--- src/rtl/core/scfp_pkg.sv ---
// ----------------------------------------------------------------------------
// scfp_pkg
// Shared constants and types for the serial CAN frame parser.
// ----------------------------------------------------------------------------
package scfp_pkg;

   localparam logic [7:0] SOF_BYTE = 8'h55;
   localparam logic [7:0] HDR_BYTE = 8'hAA;
   localparam logic [7:0] EOF_BYTE = 8'h88;
   localparam logic [4:0] LAST_POS = 5'd27;
   localparam int         BODY_BYTES = 26;
   localparam int         BODY_BITS  = BODY_BYTES * 8;

   typedef enum logic [4:0] {
      PH_START = 5'b00001,
      PH_HEAD  = 5'b00010,
      PH_DATA  = 5'b00100,
      PH_SUM   = 5'b01000,
      PH_END   = 5'b10000
   } phase_type;

   // frame bytes 2..27, byte 2 first
   typedef struct packed {
      logic [7:0]  command;
      logic [63:0] word0;
      logic [63:0] word1;
      logic [63:0] word2;
      logic [7:0]  tail;
   } frame_type;

   typedef struct packed {
      logic      done;
      frame_type frame;
   } parse_out_type;

endpackage

--- src/rtl/core/scfp_in_reg.sv ---
// ----------------------------------------------------------------------------
// scfp_in_reg
// Input word register; holds a received byte until the parser consumes it.
// ----------------------------------------------------------------------------
module scfp_in_reg import scfp_pkg::*; (
   input  logic       clock,
   input  logic       reset,
   input  logic       req_valid,
   output logic       req_stall,
   input  logic [7:0] req_rx_byte,
   input  logic       take,
   output logic       in_valid,
   output logic [7:0] in_byte
);

   logic       valid_ff, valid_in;
   logic [7:0] byte_ff;
   logic       load;

   assign req_stall = valid_ff && !take;
   assign load      = req_valid && !req_stall;
   assign valid_in  = load || (valid_ff && !take);

   always_ff @(posedge clock) begin
      if (reset) begin
         valid_ff <= 1'b0;
      end else begin
         valid_ff <= valid_in;
      end
   end

   always_ff @(posedge clock) begin
      if (load) begin
         byte_ff <= req_rx_byte;
      end
   end

   assign in_valid = valid_ff;
   assign in_byte  = byte_ff;

endmodule

--- src/rtl/core/scfp_parser.sv ---
// ----------------------------------------------------------------------------
// scfp_parser
// Frame state machine, running checksum and frame body shift register.
// ----------------------------------------------------------------------------
module scfp_parser import scfp_pkg::*; (
   input  logic          clock,
   input  logic          reset,
   input  logic          step,
   input  logic [7:0]    in_byte,
   output parse_out_type parse_out
);

   phase_type              phase_ff, phase_in;
   logic [4:0]             pos_ff, pos_in;
   logic [7:0]             sum_ff, sum_in;
   logic [BODY_BITS-1:0]   body_ff;
   logic                   shift;
   logic                   done;

   always_comb begin
      phase_in = phase_ff;
      pos_in   = pos_ff;
      sum_in   = sum_ff;
      shift    = 1'b0;
      done     = 1'b0;
      if (step) begin
         case (phase_ff)
            PH_HEAD: begin
               if (in_byte == HDR_BYTE) begin
                  sum_in   = sum_ff + in_byte;
                  pos_in   = 5'd2;
                  phase_in = PH_DATA;
               end else begin
                  phase_in = PH_START;
                  pos_in   = '0;
                  sum_in   = '0;
               end
            end
            PH_DATA: begin
               shift  = 1'b1;
               sum_in = sum_ff + in_byte;
               pos_in = pos_ff + 5'd1;
               if (pos_ff == LAST_POS) begin
                  phase_in = PH_SUM;
               end
            end
            PH_SUM: begin
               if (in_byte == sum_ff) begin
                  phase_in = PH_END;
               end else begin
                  phase_in = PH_START;
                  pos_in   = '0;
                  sum_in   = '0;
               end
            end
            PH_END: begin
               done     = (in_byte == EOF_BYTE);
               phase_in = PH_START;
               pos_in   = '0;
               sum_in   = '0;
            end
            default: begin
               if (in_byte == SOF_BYTE) begin
                  sum_in   = in_byte;
                  pos_in   = 5'd1;
                  phase_in = PH_HEAD;
               end else begin
                  phase_in = PH_START;
                  pos_in   = '0;
                  sum_in   = '0;
               end
            end
         endcase
      end
   end

   always_ff @(posedge clock) begin
      if (reset) begin
         phase_ff <= PH_START;
         pos_ff   <= '0;
         sum_ff   <= '0;
      end else begin
         phase_ff <= phase_in;
         pos_ff   <= pos_in;
         sum_ff   <= sum_in;
      end
   end

   always_ff @(posedge clock) begin
      if (shift) begin
         body_ff <= {body_ff[BODY_BITS-9:0], in_byte};
      end
   end

   assign parse_out.done  = done;
   assign parse_out.frame = frame_type'(body_ff);

endmodule

--- src/rtl/core/scfp_out_reg.sv ---
// ----------------------------------------------------------------------------
// scfp_out_reg
// CAN field decode and result word register.
// ----------------------------------------------------------------------------
module scfp_out_reg import scfp_pkg::*; (
   input  logic          clock,
   input  logic          reset,
   input  parse_out_type parse_out,
   output logic          slot_free,
   output logic          rsp_valid,
   input  logic          rsp_stall,
   output logic [7:0]    rsp_command,
   output logic [63:0]   rsp_payload_word0,
   output logic [63:0]   rsp_payload_word1,
   output logic [63:0]   rsp_payload_word2,
   output logic [7:0]    rsp_payload_tail,
   output logic          rsp_can_remote,
   output logic          rsp_can_extended,
   output logic [28:0]   rsp_can_identifier,
   output logic [3:0]    rsp_can_length_code
);

   logic        valid_ff, valid_in;
   frame_type   frame_ff;
   logic [31:0] reg_word;

   assign slot_free = !valid_ff || !rsp_stall;
   assign valid_in  = parse_out.done || (valid_ff && rsp_stall);

   always_ff @(posedge clock) begin
      if (reset) begin
         valid_ff <= 1'b0;
      end else begin
         valid_ff <= valid_in;
      end
   end

   always_ff @(posedge clock) begin
      if (parse_out.done) begin
         frame_ff <= parse_out.frame;
      end
   end

   assign reg_word = frame_ff.word0[63:32];

   assign rsp_valid           = valid_ff;
   assign rsp_command         = frame_ff.command;
   assign rsp_payload_word0   = frame_ff.word0;
   assign rsp_payload_word1   = frame_ff.word1;
   assign rsp_payload_word2   = frame_ff.word2;
   assign rsp_payload_tail    = frame_ff.tail;
   assign rsp_can_remote      = reg_word[1];
   assign rsp_can_extended    = reg_word[2];
   assign rsp_can_identifier  = reg_word[2] ? reg_word[31:3] : {18'd0, reg_word[31:21]};
   assign rsp_can_length_code = frame_ff.word0[3:0];

endmodule

--- src/rtl/core/serial_can_frame_parser_core.sv ---
// ----------------------------------------------------------------------------
// serial_can_frame_parser_core
// Byte-serial parser for 30-byte 0x55 0xAA frames with sum8 check and 0x88
// trailer; emits command, payload words and decoded CAN fields.
// ----------------------------------------------------------------------------
//   channel  direction  handshake         payload
//   req      in         req_valid/stall   req_rx_byte (8)
//   rsp      out        rsp_valid/stall   command, payload words, CAN fields
//
// One byte accepted per cycle while req_stall is low; the result register loads
// as the parser takes the trailer byte from the input register, behind that byte.
// Synchronous reset returns the parser to waiting for a start byte.
// A stalled result holds the result register; a byte then waits in the input
// register and req_stall rises only while both are full.
// ----------------------------------------------------------------------------
module serial_can_frame_parser_core import scfp_pkg::*; (
   input  logic        clock,
   input  logic        reset,
   input  logic        req_valid,
   output logic        req_stall,
   input  logic [7:0]  req_rx_byte,
   output logic        rsp_valid,
   input  logic        rsp_stall,
   output logic [7:0]  rsp_command,
   output logic [63:0] rsp_payload_word0,
   output logic [63:0] rsp_payload_word1,
   output logic [63:0] rsp_payload_word2,
   output logic [7:0]  rsp_payload_tail,
   output logic        rsp_can_remote,
   output logic        rsp_can_extended,
   output logic [28:0] rsp_can_identifier,
   output logic [3:0]  rsp_can_length_code
);

   logic          in_valid;
   logic [7:0]    in_byte;
   logic          slot_free;
   logic          step;
   parse_out_type parse_out;

   assign step = in_valid && slot_free;

   scfp_in_reg u_in_reg (
      .clock       (clock),
      .reset       (reset),
      .req_valid   (req_valid),
      .req_stall   (req_stall),
      .req_rx_byte (req_rx_byte),
      .take        (slot_free),
      .in_valid    (in_valid),
      .in_byte     (in_byte)
   );

   scfp_parser u_parser (
      .clock     (clock),
      .reset     (reset),
      .step      (step),
      .in_byte   (in_byte),
      .parse_out (parse_out)
   );

   scfp_out_reg u_out_reg (
      .clock               (clock),
      .reset               (reset),
      .parse_out           (parse_out),
      .slot_free           (slot_free),
      .rsp_valid           (rsp_valid),
      .rsp_stall           (rsp_stall),
      .rsp_command         (rsp_command),
      .rsp_payload_word0   (rsp_payload_word0),
      .rsp_payload_word1   (rsp_payload_word1),
      .rsp_payload_word2   (rsp_payload_word2),
      .rsp_payload_tail    (rsp_payload_tail),
      .rsp_can_remote      (rsp_can_remote),
      .rsp_can_extended    (rsp_can_extended),
      .rsp_can_identifier  (rsp_can_identifier),
      .rsp_can_length_code (rsp_can_length_code)
   );

endmodule
--- config.mk ---
export PLATFORM = sky130hd
export DESIGN_NAME = serial_can_frame_parser_core
export DESIGN_NICKNAME = d
export VERILOG_FILES = /design/src/rtl/core/scfp_pkg.sv /design/src/rtl/core/scfp_in_reg.sv /design/src/rtl/core/scfp_parser.sv /design/src/rtl/core/scfp_out_reg.sv /design/src/rtl/core/serial_can_frame_parser_core.sv
export SDC_FILE = /design/constraint.sdc
export NUM_CORES = 1
export LEC_CHECK = 0
export BUFFER_PORTS_ARGS = -buffer_cell sky130_fd_sc_hd__buf_4
export CAP_MARGIN = 10
export CORE_MARGIN = 2
export CORE_UTILIZATION = 35
export DETAILED_ROUTE_END_ITERATION = 8
export PLACE_DENSITY = 0.63
export SYNTH_ARGS = -nofsm -noshare
export SYNTH_HDL_FRONTEND = slang
export SYNTH_HIERARCHICAL = 1
export SYNTH_SLANG_ARGS = --single-unit
--- constraint.sdc ---
create_clock -name clock -period 12.6 [get_ports clock]
set_input_delay 2.52 -clock clock [delete_from_list [all_inputs] [get_ports clock]]
set_output_delay 2.52 -clock clock [all_outputs]
set_load 0.01 [all_outputs]
Word level (Yosys, flattened, before mapping)

Index checks and enable logic that the tools add are counted.

Reduce and logical (&&, ||, !) cells: 13
Mux-type cells: 18
Div/mod/pow operators: 0
Bitwise logic cells: 0
$add $sub $neg: 2
Equal/unequal tests: 11
$mul: 0
Shift-type cells: 0
$lt $le $gt $ge: 0

Operator list:

| operator            | count |
|---|---|
| $pmux 5 s4          | 2 |
| $pmux 8 s4          | 1 |
| $mux 29             | 1 |
| $mux 8              | 3 |
| $eq 8x8->1 const B  | 2 |
| $mux 5              | 3 |
| $eq 5x5->1 const B  | 2 |
| $add 8x8->8         | 1 |
| $eq 8x7->1 const B  | 1 |
| $eq 8x8->1          | 1 |
| $add 5x1->5 const B | 1 |
| $eq 5x2->1 const B  | 1 |
| $eq 5x3->1 const B  | 1 |
| $eq 5x4->1 const B  | 1 |
| $mux 1              | 5 |
| $logic_and 1x1->1   | 4 |
| $logic_not 1->1     | 4 |
| $mux 2              | 2 |
| $reduce_and 2->1    | 2 |
| $logic_or 1x1->1    | 3 |
| $mux 3              | 1 |
| $ne 2x1->1 const B  | 1 |
| $ne 2x2->1 const B  | 1 |

RAM bits: 0
Memory bits (read-only): 0
Latch bits: 0
Output and inout port bits: 245
Logic and storage cells: 56
Bits of input ports: 12
Register bits: 444
Memories: 0

Logic depth before layout (Yosys ltp)

Gate-level depths: netlist of run 1.

Depth after elaboration: 7
Depth in mapped cells: 9
Mapped depth without buffers: 9

Cells and area by module

The synthesis of run 1 kept the hierarchy.

Modules (own cells, without submodules):

| module                       | cells an instance | sequential area each (um2) | area an instance (um2) | instances |
|---|---|---|---|---|
| scfp_parser                  | 365               | 6606.3                     | 7529.7                 | 1 |
| scfp_out_reg                 | 250               | 6266.0                     | 6601.3                 | 1 |
| scfp_in_reg                  | 12                | 260.2                      | 290.3                  | 1 |
| serial_can_frame_parser_core | 1                 | 0.0                        | 6.3                    | 1 |

Worst setup path before layout of run 1

Ideal clock, no wire load.

Path type: input port to flip-flop
Start: in rsp_stall
End: reg u_parser.pos_ff[3]
Data required time: 12.500 ns
Arrival time: 7.767 ns
Stages on the path: 6
Setup time: 0.100 ns
Slack: 4.733 ns
Buffers on the path: 0
Cells stage by stage: nand2_1 > and2_1 > nand2_1 > inv_1 > a41oi_1 > a311oi_1

Longest elaborated chain between the ends: 4

Ends and longest elaborated chain:

| what                              | RTL line                           | RTL |
|---|---|---|
| start, declared                   | serial_can_frame_parser_core.sv:23 | `input logic rsp_stall,` |
| $logic_not 1->1                   | scfp_out_reg.sv:27                 | `assign slot_free = !valid_ff \|\| !rsp_stall;` |
| $logic_or 1x1->1                  | scfp_out_reg.sv:27                 |  |
| $logic_and 1x1->1                 | serial_can_frame_parser_core.sv:41 | `assign step = in_valid && slot_free;` |
| via step                          | serial_can_frame_parser_core.sv:38 | `logic step;` |
| $reduce_and 2->1 (no source line) | n/a                                |  |
| end signal, assigned              | scfp_parser.sv:84                  | `pos_ff <= pos_in;` |
| end, declared                     | scfp_parser.sv:14                  | `logic [4:0] pos_ff, pos_in;` |

The timed path passes the listed nets, and every way through them passes these cells.
A chain may end at the register's enable or synchronous reset.

Final worst setup path of run 1

Start: in rsp_stall
End: out req_stall

Longest elaborated chain between the ends: 4

Ends and longest elaborated chain:

| what              | RTL line                           | RTL |
|---|---|---|
| $logic_not 1->1   | scfp_out_reg.sv:27                 |  |
| $logic_or 1x1->1  | scfp_out_reg.sv:27                 |  |
| via slot_free     | serial_can_frame_parser_core.sv:37 | `logic slot_free;` |
| $logic_not 1->1   | scfp_in_reg.sv:20                  | `assign req_stall = valid_ff && !take;` |
| $logic_and 1x1->1 | scfp_in_reg.sv:20                  |  |
| end, declared     | serial_can_frame_parser_core.sv:20 | `output logic req_stall,` |

The timed path passes the listed nets, and every way through them passes these cells.

==> metrics.md, run 1 <==
| Metric | Value |
|---|---|
| Reg2reg setup slack | `8.89 ns` |
| First-pass GRT wire length | `38900 um` |
| Post-synth EDFFs | `424` |
| Final Hold Fails | `0` |
| Worst path most repeated cell | `buf_4` |
| Detailed Place HPWL | `15300 um` |
| Die H | `207 um` |
| DR iter-0 viols | `313` |
| Yosys top cell by area | `edfxtp_1` |
| Crit end category | `primary output` |
| Pwr dens | `162 nW/um^2` |
| Slew Limit Headroom | `0.291` |
| Port-buffer cells | `256` |
| Wirelength per Cell | `16.8 um` |
| Pre-Repair DR Iteration Count | `4` |
| DRC viols | `0` |
| Hold endpoint | `u_out_reg/rsp_command[5]` |
| Area Overhead vs Synth | `28.0%` |
| CTS max path bufs | `3` |
| Period minus WS final | `5.48 ns` |
| CP Class | `primary input to primary output` |
| Die W | `207 um` |
| H-tree levels | `2` |
| Hold_sp | `u_parser/body_ff[205]` |
| Delay-heaviest family, CP | `simple AND/OR/NAND/NOR gates` |
| Leakage power | `6.42 nW` |
| Final setup viols | `0` |
| Sequential area share after synthesis | `0.910` |
| GP Congestion | `0.781` |
| RSZ-0062 raised after global routing | `no` |
| Post-Syn Area | `14400 um^2` |
| Arr. time, crit path | `2.96 ns` |
| Setup TNS | `0 ns` |
| Hold_buf cts | `0` |
| Initial antenna violation count | `0` |
| Core area | `40700 um^2` |
| Grt ovf | `0` |
| CTS root buf | `clkbuf_16` |
| Worst Hold Depth | `0` |
| Synth Register Bits | `444` |
| Synth Instances | `628` |
| Die ar. | `42900 um^2` |
| CP max FO | `3` |
| Slew Limit Fails | `0` |
| Worst Hold Class | `register to register` |
| Fmax | `183 MHz` |
| Buf/Inv on CP | `2` |
| Cts bufs inserted | `44` |
| Via density | `4.47` |
| Core Rows | `74` |
| Syn avg cell area | `23.0 um^2` |
| Worst Path Required | `10.08 ns` |
| CTS clk-pin slew, worst paths | `0.06 ns` |
| Crit path cell chain | `buf_4 -> nand2_1 -> nor2b_4 -> buf_4` |
| Async set-reset flop share out of synthesis | `0` |
| Post-layout net count | `941` |
| Antenna cells | `0` |
| Max-Cap Viols | `0` |
| Clock Latency Late Sink | `0.56 ns` |
| Worst reg-to-reg path cell count | `7` |
| Post-CTS setup buffer count | `0` |
| RR Endpoint | `u_parser/pos_ff[3]` |
| Worst Setup Start Kind | `primary input` |
| GRT Overall Usage | `0.115` |
| Net Count, Synth | `649` |
| Slew @ Worst Pin | `1.06 ns` |
| Top FF cell, synth | `edfxtp_1` |
| Crit share post-route | `0.435` |
| Final wirelength | `25000 um` |
| R2r startpoint | `u_parser/phase_ff[4]` |
| Status | `finished, final reports clean` |
| Via count | `6647` |
| Ratio of cells with drive above 1 in the final layout | `0.375` |
| Final antenna-violating net count | `0` |
| Number of distinct library cells after synthesis | `54` |
| Largest net degree at the start of global routing | `129` |
| CTS tree | `done` |
| Share of the synthesized area in the top cell type | `0.882` |
| Post-Route Skew | `0.0242 ns` |
| Vias in the first global route | `6561` |
| Boundary Pins | `257` |
| Peak supply drop | `0.0843 mV` |
| Number of clock sinks | `444` |
| Synth top area cells | `edfxtp_1, dfxtp_1, mux2_2` |
| Yosys Warn Count | `6` |
| Starting Density | `0.354` |
| Resized Gates After CTS | `0` |
| Overall Power | `0.00298 W` |
| Worst path max stage delay | `0.14 ns` |
| Slowest CP cell | `nor2b_4` |
where the power goes:
| group | switching (W) | internal, W | total (W) |
|---|---|---|---|
| Clock | 0.000531 | 0.000832 | 0.00136 |
| Sequential | 0.00000465 | 0.00160 | 0.00160 |
| Combinational | 0.0000111 | 0.00000905 | 0.0000201 |
layout by cell type (no fill, tap or decap), types with 3 or more instances in the layout:
cell and instances:
xnor2_1 3, buf_4 260, a21oi_1 13, nand2_1 8, o21ai_0 7, dfxtp_1 20
bufinv_16 8, clkbuf_16 46, mux2_2 9, a211oi_1 7, nor2b_1 3, clkbuf_1 6
and2_1 12, clkinv_1 8, nand3_1 7, and2_2 8, nor3_1 9, nor2_1 25
inv_1 8, clkinv_2 8, edfxtp_1 424, ha_1 8
per-layer routing:
layer / global-route usage / share of wire
met1: 0.158 / 0.44
met2: 0.167 / 0.44
met3: 0.0440 / 0.087
met4: 0.0406 / 0.026
met5: 0 / 0
synthesized netlist by cell type, drive strengths merged (2+ instances only):
cell / number
edfxtp: 424
nor2: 26
and2: 20
dfxtp: 20
a21oi: 13
mux2: 11
buf: 9
inv: 9
nor3: 9
ha: 8
nand2: 8
o21ai: 8
a211oi: 7
nand3: 7
clkbuf: 5
nor2b: 4
nor4: 3
xnor2: 3
a311oi: 2
and4bb: 2
mux2i: 2
nand2b: 2
nand3b: 2
nor3b: 2
o211ai: 2
or3: 2
xor2: 2
stage by stage:
| stage | util | setup WS [ns] | hold slack (ns) | std cells | cell area (um^2) |
|---|---|---|---|---|---|
| finish | 0.453 | 7.12 | 0.419 | 1487 | 18500 |
| global placement | 0.416 | 6.95 | 0.402 | 1406 | 16900 |
| global route | 0.453 | 7.09 | 0.433 | 1487 | 18500 |
| floorplan | - | 4.73 | 0.400 | 628 | 14400 |
| CTS | 0.453 | 7.12 | 0.419 | 1487 | 18500 |
| detailed placement | 0.416 | 6.84 | 0.405 | 1406 | 16900 |
area by class of cell:
type	instances	area, um^2
Clock buffer	52	1170
Clock inverter	29	362
Fill cell	3463	22300
Inverter	9	41.3
Multi-Input combinational cell	161	1140
Sequential cell	444	13100
Tap cell	532	666
Timing Repair Buffer	260	1950
worst reg2reg max path: stages, from the launching register on:
cell and delay (ns):
dfxtp_1 0.34, or3_2 0.56, nor3b_2 0.35, nand2_1 0.25, inv_8 0.68, buf_4 0.95, a41oi_1 0.23, a311oi_1 0.27
worst max-delay path by stage:
stage | from | endpoint | slack [ns] | cells after the start
3_5_place_dp | rsp_stall | u_parser/pos_ff[3] | 6.84 | 8
3_3_place_gp | rsp_stall | u_parser/pos_ff[3] | 6.95 | 8
4_1_cts | rsp_stall | req_stall | 7.12 | 4
6_report | rsp_stall | req_stall | 7.12 | 4
5_1_grt | rsp_stall | req_stall | 7.09 | 4
2_1_floorplan | rsp_stall | u_parser/pos_ff[3] | 4.73 | 6
kinds of logic after synthesis:
kind of cell | count (synthesis) | share of synthesized area
AO/OA/AOI/OAI | 39 | 0.0176
XOR/XNOR | 5 | 0.00304
adder cells (fa/ha/maj) | 9 | 0.00833
buffers and inverters | 23 | 0.0108
flip-flops | 444 | 0.910
multiplexers | 13 | 0.0105
AND/OR/NAND/NOR | 95 | 0.0395
sequential cells by signal, summed over array words and instances (netlist names), 8 cells and up:
name / cells
u_out_reg/rsp_payload_word1: 64
u_parser/body_ff: 208
u_out_reg/rsp_payload_tail: 8
u_out_reg/rsp_command: 8
u_out_reg/rsp_payload_word2: 64
u_parser/sum_ff: 8
u_in_reg/in_byte: 8
u_out_reg/rsp_payload_word0: 64
Power figures use the tool's default switching activity.
==> inputs of run 2 (changes only) <==
clock period = 5.5 ns   (was 12.6 ns; I/O delays follow)
==> metrics.md, run 2 (synthesis gave the netlist of run 1 again) <==
| Metric | Value |
|---|---|
| Status | `finished, final reports clean` |
| Max FFs per register | `208` |
| Arr. time, crit path | `2.06 ns` |
| Core Rows | `74` |
| Via density | `4.47` |
| Placed cell area | `17000 um^2` |
| Largest Register | `u_parser/body_ff` |
| Peak supply drop | `0.215 mV` |
| Crit path cell chain | `mux2_2 -> buf_4` |
| Buf/Inv on CP | `1` |
| Setup TNS | `0 ns` |
| CP Class | `register to primary output` |
| Fill cells | `3486` |
| Slew @ Worst Pin | `0.908 ns` |
| Pre-Repair DR Iteration Count | `4` |
| RSZ-0062 raised after global routing | `no` |
| CP max FO | `31` |
| Delay-heaviest family, CP | `flip-flops` |
| Post-CTS setup buffer count | `0` |
| GRT Overall Usage | `0.118` |
| Crit end category | `primary output` |
| Final Hold Fails | `0` |
| DRC viols | `0` |
| CTS clk-pin slew, worst paths | `0.06 ns` |
| Total area of sequential cells | `13100 um^2` |
| Hold_buf cts | `0` |
| DR iter-0 viols | `419` |
| Worst Path Required | `4.40 ns` |
| Final wirelength | `25800 um` |
| Resized Gates After CTS | `0` |
| Die W | `207 um` |
| GP Congestion | `0.783` |
| Pwr dens | `366 nW/um^2` |
| Leakage power | `6.39 nW` |
| CTS max path bufs | `3` |
| Slowest CP cell | `edfxtp_1` |
| Finished Cell Area | `18500 um^2` |
| Antenna cells | `0` |
| Die H | `207 um` |
| Worst Setup Start Kind | `register` |
| Detailed Place HPWL | `16200 um` |
| Boundary Pins | `257` |
| Area Overhead vs Synth | `28.1%` |
| Dpl cells | `1408` |
| Number of clock sinks | `444` |
| Worst path max stage delay | `0.94 ns` |
| Worst Hold Class | `register to register` |
| Post-route insts no fill | `1487` |
| Slew Limit Headroom | `0.395` |
| Fmax | `316 MHz` |
| Largest net degree at the start of global routing | `93` |
| H-tree levels | `2` |
| Post-Route Skew | `0.0169 ns` |
| Die ar. | `42900 um^2` |
| CTS root buf | `clkbuf_16` |
| Final antenna-violating net count | `0` |
| Starting Density | `0.354` |
| Clock Latency Late Sink | `0.56 ns` |
| Ratio of cells with drive above 1 in the final layout | `0.374` |
| Final setup viols | `0` |
| CTS tree | `done` |
| Initial antenna violation count | `0` |
| Via count | `6641` |
| Period minus WS final | `3.16 ns` |
| Most common cell after layout, fill and taps aside | `edfxtp_1` |
| Commonest cells after routing, fill and taps aside | `edfxtp_1, buf_4, clkbuf_16, nor2_1, dfxtp_1` |
| Core area | `40700 um^2` |
| Final core occ | `0.454` |
| First-pass GRT wire length | `39600 um` |
| Cts bufs inserted | `44` |
| Vias in the first global route | `6798` |
| Multi-input logic area | `1140 um^2` |
| Slew Limit Fails | `0` |
| Wirelength per Cell | `17.3 um` |
| Grt ovf | `0` |
| Port-buffer cells | `256` |
| Max-Cap Viols | `0` |
| Post-layout net count | `943` |
| Overall Power | `0.00677 W` |
| Crit share post-route | `0.575` |
==> run 2: routing by layer <==
metal | track usage | up-vias | share of wire
li1 | - | 3060 | -
met1 | 0.154 | 3281 | 0.43
met2 | 0.182 | 258 | 0.46
met3 | 0.0414 | 42 | 0.082
met4 | 0.0461 | 0 | 0.021
met5 | 0 | - | 0
==> run 2: cell type report <==
| type | count | share of cell area |
|---|---|---|
| flip-flops and latches | 444 | 0.711 |
| repair buffers | 262 | 0.109 |
| clock buffers | 56 | 0.0637 |
| multi-input cells | 161 | 0.0618 |
| well taps | 532 | 0.0360 |
| clock inverters | 23 | 0.0167 |
| inverters | 9 | 0.00203 |
==> run 2: per-stage QoR <==
stage | setup WS, ns | hold slack (ns)
after global placement | 2.18 | 0.402
after global routing | 2.18 | 0.424
final | 2.34 | 0.418
after detailed placement | 2.13 | 0.406
after floorplan | 0.307 | 0.400
after CTS | 2.25 | 0.420
==> run 2: final timing paths <==
| kind | startpoint | end | slack, ns | cells past startpoint |
|---|---|---|---|---|
| max | u_out_reg/rsp_payload_word0[34] | rsp_can_identifier[2] | 2.34 | 2 |
| max reg2reg | u_in_reg/in_byte[0] | u_out_reg/rsp_payload_word0[0] | 2.58 | 4 |
| min | u_parser/body_ff[204] | u_out_reg/rsp_command[4] | 0.42 | 0 |
| min reg2reg | u_parser/body_ff[204] | u_out_reg/rsp_command[4] | 0.42 | 0 |
==> run 2: report_power, final <==
part | internal [W] | switching (W)
sequential | 0.00366 | 0.00000959
combinational | 0.0000207 | 0.0000260
clock | 0.00185 | 0.00121
